==> src/tscb_pkg.sv <==
package tscb_pkg;

	typedef enum logic [2:0] {
		OP_TICK    = 3'd0,
		OP_WRITE   = 3'd1,
		OP_MOVE    = 3'd2,
		OP_VISIBLE = 3'd3,
		OP_MODE    = 3'd4,
		OP_CLEAR   = 3'd5,
		OP_READ    = 3'd6
	} opcode_t;

	typedef enum logic [2:0] {
		MODE_NORMAL      = 3'd0,
		MODE_INSERT      = 3'd1,
		MODE_INSERT_CAPS = 3'd2,
		MODE_SHIFT       = 3'd3,
		MODE_CAPS        = 3'd4,
		MODE_SPACE       = 3'd5
	} cursor_mode_t;

	typedef enum logic [2:0] {
		REG_BLINK_PERIOD = 3'd0,
		REG_GLYPH_SPACE  = 3'd1,
		REG_GLYPH_CURSOR = 3'd2,
		REG_GLYPH_INSERT = 3'd3,
		REG_GLYPH_INS_CAPS = 3'd4,
		REG_GLYPH_SHIFT  = 3'd5,
		REG_GLYPH_CAPS   = 3'd6
	} cfg_reg_t;

	typedef enum logic [1:0] {
		ST_IDLE,
		ST_READ,
		ST_GLYPH
	} state_t;

	typedef enum logic {
		KIND_DISPLAY = 1'b0,
		KIND_READ    = 1'b1
	} result_kind_t;

	localparam logic [15:0] BLINK_PERIOD_RST = 16'd500;
	localparam logic [7:0]  GLYPH_SPACE_RST  = 8'd32;
	localparam logic [7:0]  GLYPH_CURSOR_RST = 8'd0;
	localparam logic [7:0]  GLYPH_INSERT_RST = 8'd1;
	localparam logic [7:0]  GLYPH_INS_CAPS_RST = 8'd2;
	localparam logic [7:0]  GLYPH_SHIFT_RST  = 8'd3;
	localparam logic [7:0]  GLYPH_CAPS_RST   = 8'd4;

endpackage

==> src/text_screen_cursor_blink_unit.sv <==
// A result with no cell lookup is registered as the command is accepted; one that reads
// the cell memory passes ST_READ and then the output register, and a move with the
// cursor shown adds its glyph from ST_GLYPH after that. Without a lookup the unit takes
// one item a cycle while not busy; a lookup holds busy until its last result is registered.
// Reset: control cleared, registers to defaults at once; every cell reads as the space glyph.
// Results are strobed for one cycle; the receiver cannot stall.
module text_screen_cursor_blink_unit #(
	parameter int COLUMNS = 16,
	parameter int LINES   = 8
) (
	input  logic        clk,
	input  logic        arst_n,
	input  logic        start,
	output logic        busy,
	input  logic [2:0]  opcode,
	input  logic [3:0]  col_index,
	input  logic [2:0]  line_index,
	input  logic [7:0]  char_code,
	input  logic        string_start,
	input  logic        visible_value,
	input  logic [2:0]  cursor_mode,
	input  logic        cfg_valid,
	output logic        cfg_ready,
	input  logic [2:0]  cfg_index,
	input  logic [15:0] cfg_data,
	output logic        result_valid,
	output logic        result_kind,
	output logic [3:0]  out_col,
	output logic [2:0]  out_line,
	output logic [7:0]  out_char,
	output logic        last_result
);

	localparam int CELLS = COLUMNS * LINES;
	localparam int AW    = (CELLS > 1) ? $clog2(CELLS) : 1;
	localparam int WCW   = $clog2(COLUMNS + 1);

	tscb_pkg::state_t state_q, state_d;

	logic [15:0] blink_period_q;
	logic [7:0]  glyph_space_q, glyph_cursor_q, glyph_insert_q;
	logic [7:0]  glyph_ins_caps_q, glyph_shift_q, glyph_caps_q;

	logic [7:0]       mem [CELLS];
	logic [CELLS-1:0] mask_q;
	logic [3:0]       cur_col_q;
	logic [2:0]       cur_line_q;
	logic             shown_q;
	logic [2:0]       mode_q;
	logic             phase_q;
	logic [15:0]      tick_q;
	logic [WCW-1:0]   wr_col_q;
	logic [2:0]       wr_line_q;

	logic [7:0] rdata_s1;
	logic       mask_s1;
	logic       kind_s1;
	logic [3:0] col_s1;
	logic [2:0] line_s1;
	logic       last_s1;

	logic             accept;
	tscb_pkg::opcode_t op;
	logic [3:0]       col_sat;
	logic [2:0]       line_sat;
	logic [15:0]      tick_inc;
	logic [15:0]      period_eff;
	logic             blink_hit;
	logic             need_read;
	logic [AW-1:0]    raddr;
	logic [AW-1:0]    cur_addr;
	logic [WCW-1:0]   wr_col_eff;
	logic [2:0]       wr_line_eff;
	logic             wr_ok;
	logic [AW-1:0]    waddr;
	logic             mem_we;

	function automatic logic [7:0] mode_glyph(input logic [2:0] m);
		case (m)
			tscb_pkg::MODE_INSERT:      mode_glyph = glyph_insert_q;
			tscb_pkg::MODE_INSERT_CAPS: mode_glyph = glyph_ins_caps_q;
			tscb_pkg::MODE_SHIFT:       mode_glyph = glyph_shift_q;
			tscb_pkg::MODE_CAPS:        mode_glyph = glyph_caps_q;
			tscb_pkg::MODE_SPACE:       mode_glyph = glyph_space_q;
			default:                    mode_glyph = glyph_cursor_q;
		endcase
	endfunction

	assign busy      = (state_q != tscb_pkg::ST_IDLE);
	assign accept    = start && !busy;
	assign cfg_ready = 1'b1;
	assign op        = tscb_pkg::opcode_t'(opcode);

	assign col_sat  = (32'(col_index) >= COLUMNS) ? 4'(COLUMNS - 1) : col_index;
	assign line_sat = (32'(line_index) >= LINES) ? 3'(LINES - 1) : line_index;

	assign tick_inc   = tick_q + 16'd1;
	assign period_eff = (blink_period_q == 16'd0) ? 16'd1 : blink_period_q;
	assign blink_hit  = (tick_inc >= period_eff);

	assign cur_addr = AW'(32'(cur_line_q) * COLUMNS + 32'(cur_col_q));

	assign wr_col_eff  = string_start ? WCW'(col_sat) : wr_col_q;
	assign wr_line_eff = string_start ? line_sat : wr_line_q;
	assign wr_ok       = (32'(wr_col_eff) < COLUMNS) && (32'(wr_line_eff) < LINES);
	assign waddr       = AW'(32'(wr_line_eff) * COLUMNS + 32'(wr_col_eff));
	assign mem_we      = accept && (op == tscb_pkg::OP_WRITE) && wr_ok;

	always_comb begin
		need_read = 1'b0;
		raddr     = cur_addr;
		unique case (op)
			tscb_pkg::OP_TICK:    need_read = blink_hit && shown_q && !phase_q;
			tscb_pkg::OP_MOVE:    need_read = 1'b1;
			tscb_pkg::OP_VISIBLE: need_read = shown_q && !visible_value;
			tscb_pkg::OP_READ: begin
				need_read = 1'b1;
				raddr     = AW'(32'(line_sat) * COLUMNS + 32'(col_sat));
			end
			default: need_read = 1'b0;
		endcase
	end

	always_comb begin
		state_d = state_q;
		unique case (state_q)
			tscb_pkg::ST_IDLE:  if (accept && need_read) state_d = tscb_pkg::ST_READ;
			tscb_pkg::ST_READ:  state_d = last_s1 ? tscb_pkg::ST_IDLE : tscb_pkg::ST_GLYPH;
			tscb_pkg::ST_GLYPH: state_d = tscb_pkg::ST_IDLE;
			default:            state_d = tscb_pkg::ST_IDLE;
		endcase
	end

	always_ff @(posedge clk or negedge arst_n) begin
		if (!arst_n) begin
			state_q <= tscb_pkg::ST_IDLE;
		end else begin
			state_q <= state_d;
		end
	end

	always_ff @(posedge clk) begin
		if (mem_we) begin
			mem[waddr] <= char_code;
		end
		if (accept && need_read) begin
			rdata_s1 <= mem[raddr];
		end
	end

	always_ff @(posedge clk or negedge arst_n) begin
		if (!arst_n) begin
			blink_period_q   <= tscb_pkg::BLINK_PERIOD_RST;
			glyph_space_q    <= tscb_pkg::GLYPH_SPACE_RST;
			glyph_cursor_q   <= tscb_pkg::GLYPH_CURSOR_RST;
			glyph_insert_q   <= tscb_pkg::GLYPH_INSERT_RST;
			glyph_ins_caps_q <= tscb_pkg::GLYPH_INS_CAPS_RST;
			glyph_shift_q    <= tscb_pkg::GLYPH_SHIFT_RST;
			glyph_caps_q     <= tscb_pkg::GLYPH_CAPS_RST;
		end else if (cfg_valid && cfg_ready) begin
			unique case (tscb_pkg::cfg_reg_t'(cfg_index))
				tscb_pkg::REG_BLINK_PERIOD:   blink_period_q   <= cfg_data;
				tscb_pkg::REG_GLYPH_SPACE:    glyph_space_q    <= cfg_data[7:0];
				tscb_pkg::REG_GLYPH_CURSOR:   glyph_cursor_q   <= cfg_data[7:0];
				tscb_pkg::REG_GLYPH_INSERT:   glyph_insert_q   <= cfg_data[7:0];
				tscb_pkg::REG_GLYPH_INS_CAPS: glyph_ins_caps_q <= cfg_data[7:0];
				tscb_pkg::REG_GLYPH_SHIFT:    glyph_shift_q    <= cfg_data[7:0];
				tscb_pkg::REG_GLYPH_CAPS:     glyph_caps_q     <= cfg_data[7:0];
				default: ;
			endcase
		end
	end

	always_ff @(posedge clk or negedge arst_n) begin
		if (!arst_n) begin
			mask_q       <= '0;
			cur_col_q    <= '0;
			cur_line_q   <= '0;
			shown_q      <= 1'b1;
			mode_q       <= tscb_pkg::MODE_NORMAL;
			phase_q      <= 1'b1;
			tick_q       <= '0;
			wr_col_q     <= '0;
			wr_line_q    <= '0;
			result_valid <= 1'b0;
		end else begin
			result_valid <= 1'b0;
			if (state_q == tscb_pkg::ST_READ) begin
				result_valid <= 1'b1;
				result_kind  <= kind_s1;
				out_col      <= col_s1;
				out_line     <= line_s1;
				out_char     <= mask_s1 ? rdata_s1 : glyph_space_q;
				last_result  <= last_s1;
			end else if (state_q == tscb_pkg::ST_GLYPH) begin
				result_valid <= 1'b1;
				result_kind  <= tscb_pkg::KIND_DISPLAY;
				out_col      <= cur_col_q;
				out_line     <= cur_line_q;
				out_char     <= mode_glyph(mode_q);
				last_result  <= 1'b1;
			end else if (accept) begin
				if (need_read) begin
					mask_s1 <= mask_q[raddr];
					kind_s1 <= (op == tscb_pkg::OP_READ) ? tscb_pkg::KIND_READ
						: tscb_pkg::KIND_DISPLAY;
					col_s1  <= (op == tscb_pkg::OP_READ) ? col_sat : cur_col_q;
					line_s1 <= (op == tscb_pkg::OP_READ) ? line_sat : cur_line_q;
					last_s1 <= !((op == tscb_pkg::OP_MOVE) && shown_q);
				end
				unique case (op)
					tscb_pkg::OP_TICK: begin
						if (blink_hit) begin
							tick_q <= '0;
							if (shown_q) begin
								phase_q <= !phase_q;
								if (phase_q) begin
									result_valid <= 1'b1;
									result_kind  <= tscb_pkg::KIND_DISPLAY;
									out_col      <= cur_col_q;
									out_line     <= cur_line_q;
									out_char     <= mode_glyph(mode_q);
									last_result  <= 1'b1;
								end
							end
						end else begin
							tick_q <= tick_inc;
						end
					end
					tscb_pkg::OP_WRITE: begin
						wr_col_q  <= wr_col_eff;
						wr_line_q <= wr_line_eff;
						if (wr_ok) begin
							mask_q[waddr] <= 1'b1;
							wr_col_q      <= wr_col_eff + WCW'(1);
						end
					end
					tscb_pkg::OP_MOVE: begin
						cur_col_q  <= col_sat;
						cur_line_q <= line_sat;
						phase_q    <= !shown_q;
						tick_q     <= '0;
					end
					tscb_pkg::OP_VISIBLE: begin
						if (visible_value != shown_q) begin
							shown_q <= visible_value;
							if (visible_value) begin
								phase_q      <= 1'b0;
								tick_q       <= '0;
								result_valid <= 1'b1;
								result_kind  <= tscb_pkg::KIND_DISPLAY;
								out_col      <= cur_col_q;
								out_line     <= cur_line_q;
								out_char     <= mode_glyph(mode_q);
								last_result  <= 1'b1;
							end
						end
					end
					tscb_pkg::OP_MODE: begin
						if (cursor_mode != mode_q) begin
							mode_q  <= cursor_mode;
							phase_q <= !shown_q;
							tick_q  <= '0;
							if (shown_q) begin
								result_valid <= 1'b1;
								result_kind  <= tscb_pkg::KIND_DISPLAY;
								out_col      <= cur_col_q;
								out_line     <= cur_line_q;
								out_char     <= mode_glyph(cursor_mode);
								last_result  <= 1'b1;
							end
						end
					end
					tscb_pkg::OP_CLEAR: mask_q <= '0;
					default: ;
				endcase
			end
		end
	end

	a_read_emits: assert property (@(posedge clk) disable iff (!arst_n)
		(state_q == tscb_pkg::ST_READ) |=> result_valid)
		else $error("cell lookup gave no result");

	a_second_follows: assert property (@(posedge clk) disable iff (!arst_n)
		(result_valid && !last_result) |=> (result_valid && last_result))
		else $error("non-final result not followed by final one");

	a_read_single: assert property (@(posedge clk) disable iff (!arst_n)
		(result_valid && result_kind) |-> last_result)
		else $error("read data not marked final");

	a_clear_mask: assert property (@(posedge clk) disable iff (!arst_n)
		(accept && (op == tscb_pkg::OP_CLEAR)) |=> (mask_q == '0))
		else $error("written mask not cleared");

endmodule

==> config.mk <==
export PLATFORM = sky130hd
export DESIGN_NAME = text_screen_cursor_blink_unit
export DESIGN_NICKNAME = d
export VERILOG_FILES = /design/src/tscb_pkg.sv /design/src/text_screen_cursor_blink_unit.sv
export SDC_FILE = /design/constraint.sdc
export NUM_CORES = 2
export LEC_CHECK = 0
export ABC_AREA = 0
export BUFFER_PORTS_ARGS = -buffer_cell sky130_fd_sc_hd__buf_2
export CAP_MARGIN = 20
export CORE_ASPECT_RATIO = 0.7
export CORE_UTILIZATION = 30
export CTS_BUF_LIST = sky130_fd_sc_hd__clkbuf_4
export CTS_CLUSTER_SIZE = 14
export DETAILED_ROUTE_END_ITERATION = 10
export PLACE_DENSITY = 0.48
export RECOVER_POWER = 100
export SLEW_MARGIN = 20
export SYNTH_ARGS = -nofsm -noshare
export SYNTH_HDL_FRONTEND = slang
export SYNTH_SLANG_ARGS = --single-unit
==> constraint.sdc <==
create_clock -name clk -period 4.4 [get_ports clk]
set_input_delay 0.22 -clock clk [delete_from_list [all_inputs] [get_ports clk]]
set_output_delay 0.22 -clock clk [all_outputs]
set_load 0.01 [all_outputs]
Word-level counts from Yosys, hierarchy flattened. Memory sizes are Yosys's and may differ from the RTL's. A register that Yosys moved wholly into a read port is not among the register bits. Cells that the tools add are included.

Bits of input ports: 46. Memories kept: 1. Flip-flop bits (word level): 258. Memory bits (writable): 1024. Word-level logic and storage cells: 220.

Memory list: mem (words 128, bits a word 8, read ports 1, clocked after memory_dff 1, write ports 1, RTL line text_screen_cursor_blink_unit.sv:44) `logic [7:0] mem [CELLS];`.

Order comparisons: 5. Muxes and demuxes: 98. Equal/unequal tests: 40. Reductions and logical operators: 40. Bitwise gates (word level): 3. Add/subtract/negate cells: 5.

Operator list (count): 128-bit case mux with 2 select lines (1); 128-bit two-way mux (1); 128-bit bitwise OR (1); 8-bit two-way mux (11); 16-bit two-way mux (5); 8-bit case mux with 5 select lines (2); 16-bit case mux with 4 select lines (1); 4-bit two-way mux (11); 1-bit two-way mux (38); 3-bit two-way mux (12); 3-bit == test, second input constant (10); 4-bit inequality test, second input constant (7); 3-bit by 2-bit == test with 1-bit output, second input constant (8); 8-bit case mux with 3 select lines (1); 5-bit AND reduction (4); 16-bit by 1-bit adder with 16-bit output, second input constant (1); 16-bit greater-or-equal comparator (1); 16-bit logical NOT (1); 7-bit by 8-bit less-than comparator with 1-bit output, second input constant (2); 7-bit by 4-bit adder with 7-bit output (2); 2-bit inequality test, second input constant (7); 2-bit AND reduction (7); 3-bit by 1-bit == test with 1-bit output, second input constant (4); 1-bit case mux with 3 select lines (4); 31 further kinds (49).

Longest topological paths before layout.
Word-level depth: 9. Depth in mapped cells: 15.

Worst setup path before layout. OpenSTA, ideal clock, no wires.

Kind: register to register. Start: register tick_q[2]. End: register col_s1[0] (enable). Arrival time: 3.071 ns. Setup slack: 0.949 ns. Path buffers: 0. Stages on the path, launching flop included: 13. Library setup time: 0.380 ns. Path through: dfrtp_1 > and4_1 > and2_1 > nor2b_1 > and3_1 > and3_1 > xor2_1 > ha_1 > and4_1 > nand3_1 > a211oi_1 > o31ai_1 > a21oi_1.

Cells in the longest elaborated chain, start to end: 6.

Ends and longest elaborated chain: start, declared (RTL line text_screen_cursor_blink_unit.sv:51) `logic [15:0] tick_q;`; start signal, assigned (RTL line text_screen_cursor_blink_unit.sv:227) `tick_q <= tick_inc;`; 16-bit by 1-bit adder with 16-bit output (RTL line text_screen_cursor_blink_unit.sv:97) `assign tick_inc = tick_q + 16'd1;`; 16-bit greater-or-equal comparator (RTL line text_screen_cursor_blink_unit.sv:99) `assign blink_hit = (tick_inc >= period_eff);`; 1-bit logical AND (2 in a row) (RTL line text_screen_cursor_blink_unit.sv:113) `tscb_pkg::OP_TICK: need_read = blink_hit && shown_q && !phase_q;`; 1-bit case mux with 3 select lines (RTL line text_screen_cursor_blink_unit.sv:112) `unique case (op)`; 5-bit AND reduction (no line); end signal, assigned (RTL line text_screen_cursor_blink_unit.sv:207) `col_s1 <= (op == tscb_pkg::OP_READ) ? col_sat : cur_col_q;`; end, declared (RTL line text_screen_cursor_blink_unit.sv:58) `logic [3:0] col_s1;`.

Every way passes these cells. A chain may end at the register's enable or synchronous reset.

Worst setup path in the final report.
Start: register state_q[0]. End: memory mem[23][3] (enable).

Cells in the longest elaborated chain, start to end: 7.

Ends and longest elaborated chain: start, declared (RTL line text_screen_cursor_blink_unit.sv:38) `tscb_pkg::state_t state_q, state_d;`; start signal, assigned (RTL line text_screen_cursor_blink_unit.sv:136) `state_q <= tscb_pkg::ST_IDLE;`; start signal, assigned (RTL line text_screen_cursor_blink_unit.sv:138) `state_q <= state_d;`; 2-bit nonzero test (RTL line text_screen_cursor_blink_unit.sv:89) `assign busy = (state_q != tscb_pkg::ST_IDLE);`; 1-bit logical NOT (RTL line text_screen_cursor_blink_unit.sv:90) `assign accept = start && !busy;`; 1-bit logical AND (RTL line text_screen_cursor_blink_unit.sv:90); 1-bit logical AND (2 in a row) (RTL line text_screen_cursor_blink_unit.sv:107) `assign mem_we = accept && (op == tscb_pkg::OP_WRITE) && wr_ok;`; 1-bit two-way mux (RTL line text_screen_cursor_blink_unit.sv:143) `if (mem_we) begin`; 1-bit two-way mux (not written as such) (RTL line text_screen_cursor_blink_unit.sv:144) `mem[waddr] <= char_code;`; end, declared (RTL line text_screen_cursor_blink_unit.sv:44).

Every way passes these cells.

==> flow_summary.toml <==
[outcome]
outcome = "complete, but fails checks"
violations = "capacitance limit, slew limit"

[sta]
slew_violations = 1034
finalHoldViolCount = 0
rsz0062_at_grt = "no"
finalClockSkew_ns = 0.113
fin_tns_setup_ns = 0
min_period_ns = 4.25
fmax_ghz = 0.235
worstMarginPinSlew_ns = 4.51
post-route-period-util_pct = 96.5
slew_headroom_pct = -201
setup_violations = 0

[power_and_ir_drop]
p_leak_nw = 22.3
ir_drop_mv = 0.285
internal-power_mw = 22.4
powerDensity_nw_per_um2 = 543
p_switching_mw = 11.7
combPwrFrac_pct = 29.0
seqPwrFrac_pct = 41.6
p_total_mw = 34.1
clkPwrFrac_pct = 29.5
p_sw_share_pct = 34.3

[synthesis]
yosysUniqueCellTypes = 76
ys_ff_latch = 1290
synthTopCellsByArea = "edfxtp_1 (59%), dfrtp_1 (10%), mux2i_1 (5.3%)"
synthArstFlopShare_pct = 17.9
synth.avg_cell_area_sq_um = 15.1
yosysTopAreaCellShare_pct = 59.2
synth_nets = 3627
syn_area_sq_um = 53700
yosys.area.top_type = "edfxtp_1"
ys_seq_area_share_pct = 70.0
synth_ff_type = "edfxtp_1"
synth_edf_count = 1059
syn_inst = 3556
ys_warn_count = 0

[floorplanning]
dieHeight_um = 356
core_area_sq_um = 177000
pin_count = 66
die_x_um = 508
initial_core_util_pct = 30.3
rows = 129
fp.dieArea_sq_um = 181000

[grt]
grt_pass1_wl_mm = 239
grt.total_usage_pct = 18.2
grt_pass1_vias = 33500
grt_max_degree = 150
grt_overflow = 0
grt_antenna_before_repair = 8

[setup_path]
crit_type = "flip-flop to flip-flop"
slowest_delay_ns = 0.88
cpMostUsedCell = "clkbuf_1"
critPathArrivalTime_ns = 5.13
crit_slowest_cell = "or2_0"
crit_fanout = 10
path_cells = "inv_1 > ha_1 > nand2_1 > or4_1 > or2_0 > clkbuf_1 > nor2_1 > clkbuf_1"
crit_required_ns = 5.28
worstSetupStartpointType = "flip-flop"
cp-end-kind = "flip-flop"

[placed_design]
place_congestion = 0.850
numPortBuffers = 64
post_dp_cell_area_sq_um = 58500
hpwlAfterDp_mm = 103

[cells_and_area]
fill_cells = 17400
fin_nets = 4251
seq_area_sq_um = 37600
finalInstanceArea_sq_um = 62900
final_cell_mix = "edfxtp_1 (1059), clkbuf_4 (471), nand2_1 (335)"
area_delta_synth_final_pct = 17.0
final_common_cell = "edfxtp_1"
multiInputGateArea_sq_um = 15000
drive_gt1_share_pct = 21.0

[cts]
cts_buffers = 337
root_buffer = "clkbuf_4"
cts_setup_buffers = 0
clk_pin_slew_ns = 0.07
clk_latency_ns = 1.30
ctsLongestPathBuffers = 4
cts_tree = "done"
clock-sinks = 1290
h-tree-depth = 5

[routing]
antenna_left = 0
drt-total-wl_mm = 166
routed-via-count = 34100
dr.first_iter.drc_count = 3815
vias_per_cell = 5.04
drc = 0
wl_per_cell_um = 24.6
drt-pass1-iter-count = 7

[worst_hold_path]
hold_class = "primary input to flip-flop"

[flow_run]
drv_cap = 16
[final timing paths]
check | startpoint | cells after the start | to | slack [ns]
max in group asynchronous | arst_n | 4 | mask_q[104]$_DFFE_PN0P_ | 0.73
worst min register to register | mask_q[106]$_DFFE_PN0P_ | 2 | mask_q[106]$_DFFE_PN0P_ | 0.49
worst max register to register | state_q[0]$_DFFE_PN0P_ | 8 | mem[23][3]$_DFFE_PP_ | 0.15
min in group asynchronous | arst_n | 4 | blink_period_q[12]$_DFFE_PN0P_ | 1.08
worst max-delay path | state_q[0]$_DFFE_PN0P_ | 8 | mem[23][3]$_DFFE_PP_ | 0.15
worst min-delay path | col_index[0] | 5 | wr_col_q[0]$_DFFE_PN0P_ | 0.16
[metrics by stage]
stage               hold slack (ns)  setup slack [ns]  utilization (%)  std cells
finish                        0.155             0.152             35.5       6757
CTS                         0.00556             0.403             35.9       6745
detailed placement            0.267             0.474             33.0       6070
global route                 0.0544            0.0245             35.5       6753
floorplan                   -0.0756             0.949                -       3556
global placement              0.262             0.393             33.0       6070
[final cells by class]
type,count,share of cell area [%]
clock buffers,470,5.61
well taps,2358,4.69
diodes,12,0.0478
inverters,58,0.360
clock inverters,76,0.613
multi-input cells,2022,23.8
repair buffers,471,5.03
flip-flops and latches,1290,59.8
[synthesized netlist by cell type (8+ instances only)]
cell type	number
a2111oi_0	17
a211o_1	8
a211oi_1	33
a21boi_0	14
a21oi_1	189
a222oi_1	8
a22o_1	16
a22oi_1	23
a31oi_1	11
a32o_1	13
and2_1	9
and3_1	16
buf_1	15
buf_2	53
buf_4	29
buf_6	9
clkbuf_1	80
dfrtp_1	217
dfstp_2	14
edfxtp_1	1059
ha_1	25
inv_1	53
mux2_2	122
mux2i_1	284
mux4_2	120
nand2_1	335
nand2b_1	18
nand3_1	129
nand4b_1	11
nor2_1	333
nor2b_1	9
nor3_1	17
nor4_1	16
o211ai_1	8
o21ai_0	63
o221a_2	8
o221ai_1	19
o22ai_1	35
o2bb2ai_1	8
or4_1	9
xnor2_1	12
xor2_1	8
[cells by family (layout without fill, tap and decap cells)]
| group | count (synthesis) | after routing | share of synthesized area, % |
|---|---|---|---|
| fa+ha+maj | 25 | 25 | 0.582 |
| other cells | 1 | 13 | 0.00698 |
| buf+inv | 244 | 1075 | 2.16 |
| flops | 1290 | 1290 | 70.0 |
| simple gates | 930 | 930 | 7.54 |
| compound gates | 517 | 517 | 6.39 |
| mux | 529 | 529 | 13.0 |
| xor+xnor | 20 | 20 | 0.326 |
[power by group through the flow]
| stage | registers (mW) | logic [mW] | clock network (mW) |
|---|---|---|---|
| 2_1_floorplan | 14.3 | 5.92 | 0 |
| 3_3_place_gp | 14.4 | 9.67 | 0 |
| 3_5_place_dp | 14.4 | 9.71 | 0 |
| 4_1_cts | 14.2 | 9.93 | 10.4 |
| 5_1_grt | 14.2 | 10.5 | 10.9 |
| 6_report | 14.2 | 9.89 | 10.0 |
[registers in the layout, summed over array words and instances, names as in the netlist, 4 cells and up]
register and flops:
mem 1024, mask_q 128, blink_period_q 16, tick_q 16, glyph_caps_q 8, glyph_cursor_q 8, glyph_ins_caps_q 8, glyph_insert_q 8
glyph_shift_q 8, glyph_space_q 8, out_char 8, rdata_s1 8, wr_col_q 5, col_s1 4, cur_col_q 4, out_col 4
[layer usage]
layer	wire (um)	part of all wire (%)	global-route usage, %	vias up
li1	-	-	-	15100
met1	82500	50	28.5	17400
met2	65400	39	23.6	1358
met3	15000	9.1	5.57	235
met4	2860	1.7	4.98	4
met5	104	0.063	0.367	-
[critical path, delay by kind of cell (launching register included)]
kind                     cells  cell delay, ns
adder cells (fa/ha/maj)      1            0.30
buffers and inverters        3            1.21
flip-flops                   1            0.40
AND/OR/NAND/NOR              4            1.92
[repair_timing]
| action | in CTS | in global routing |
|---|---|---|
| hold buffers | 129 | 0 |
| setup endpoints to repair | 0 | 1 |
| gates resized for setup | 0 | 1 |
| endpoints found under the hold margin | 1535 | 0 |
No activity file was read; power rests on OpenSTA's default activity.
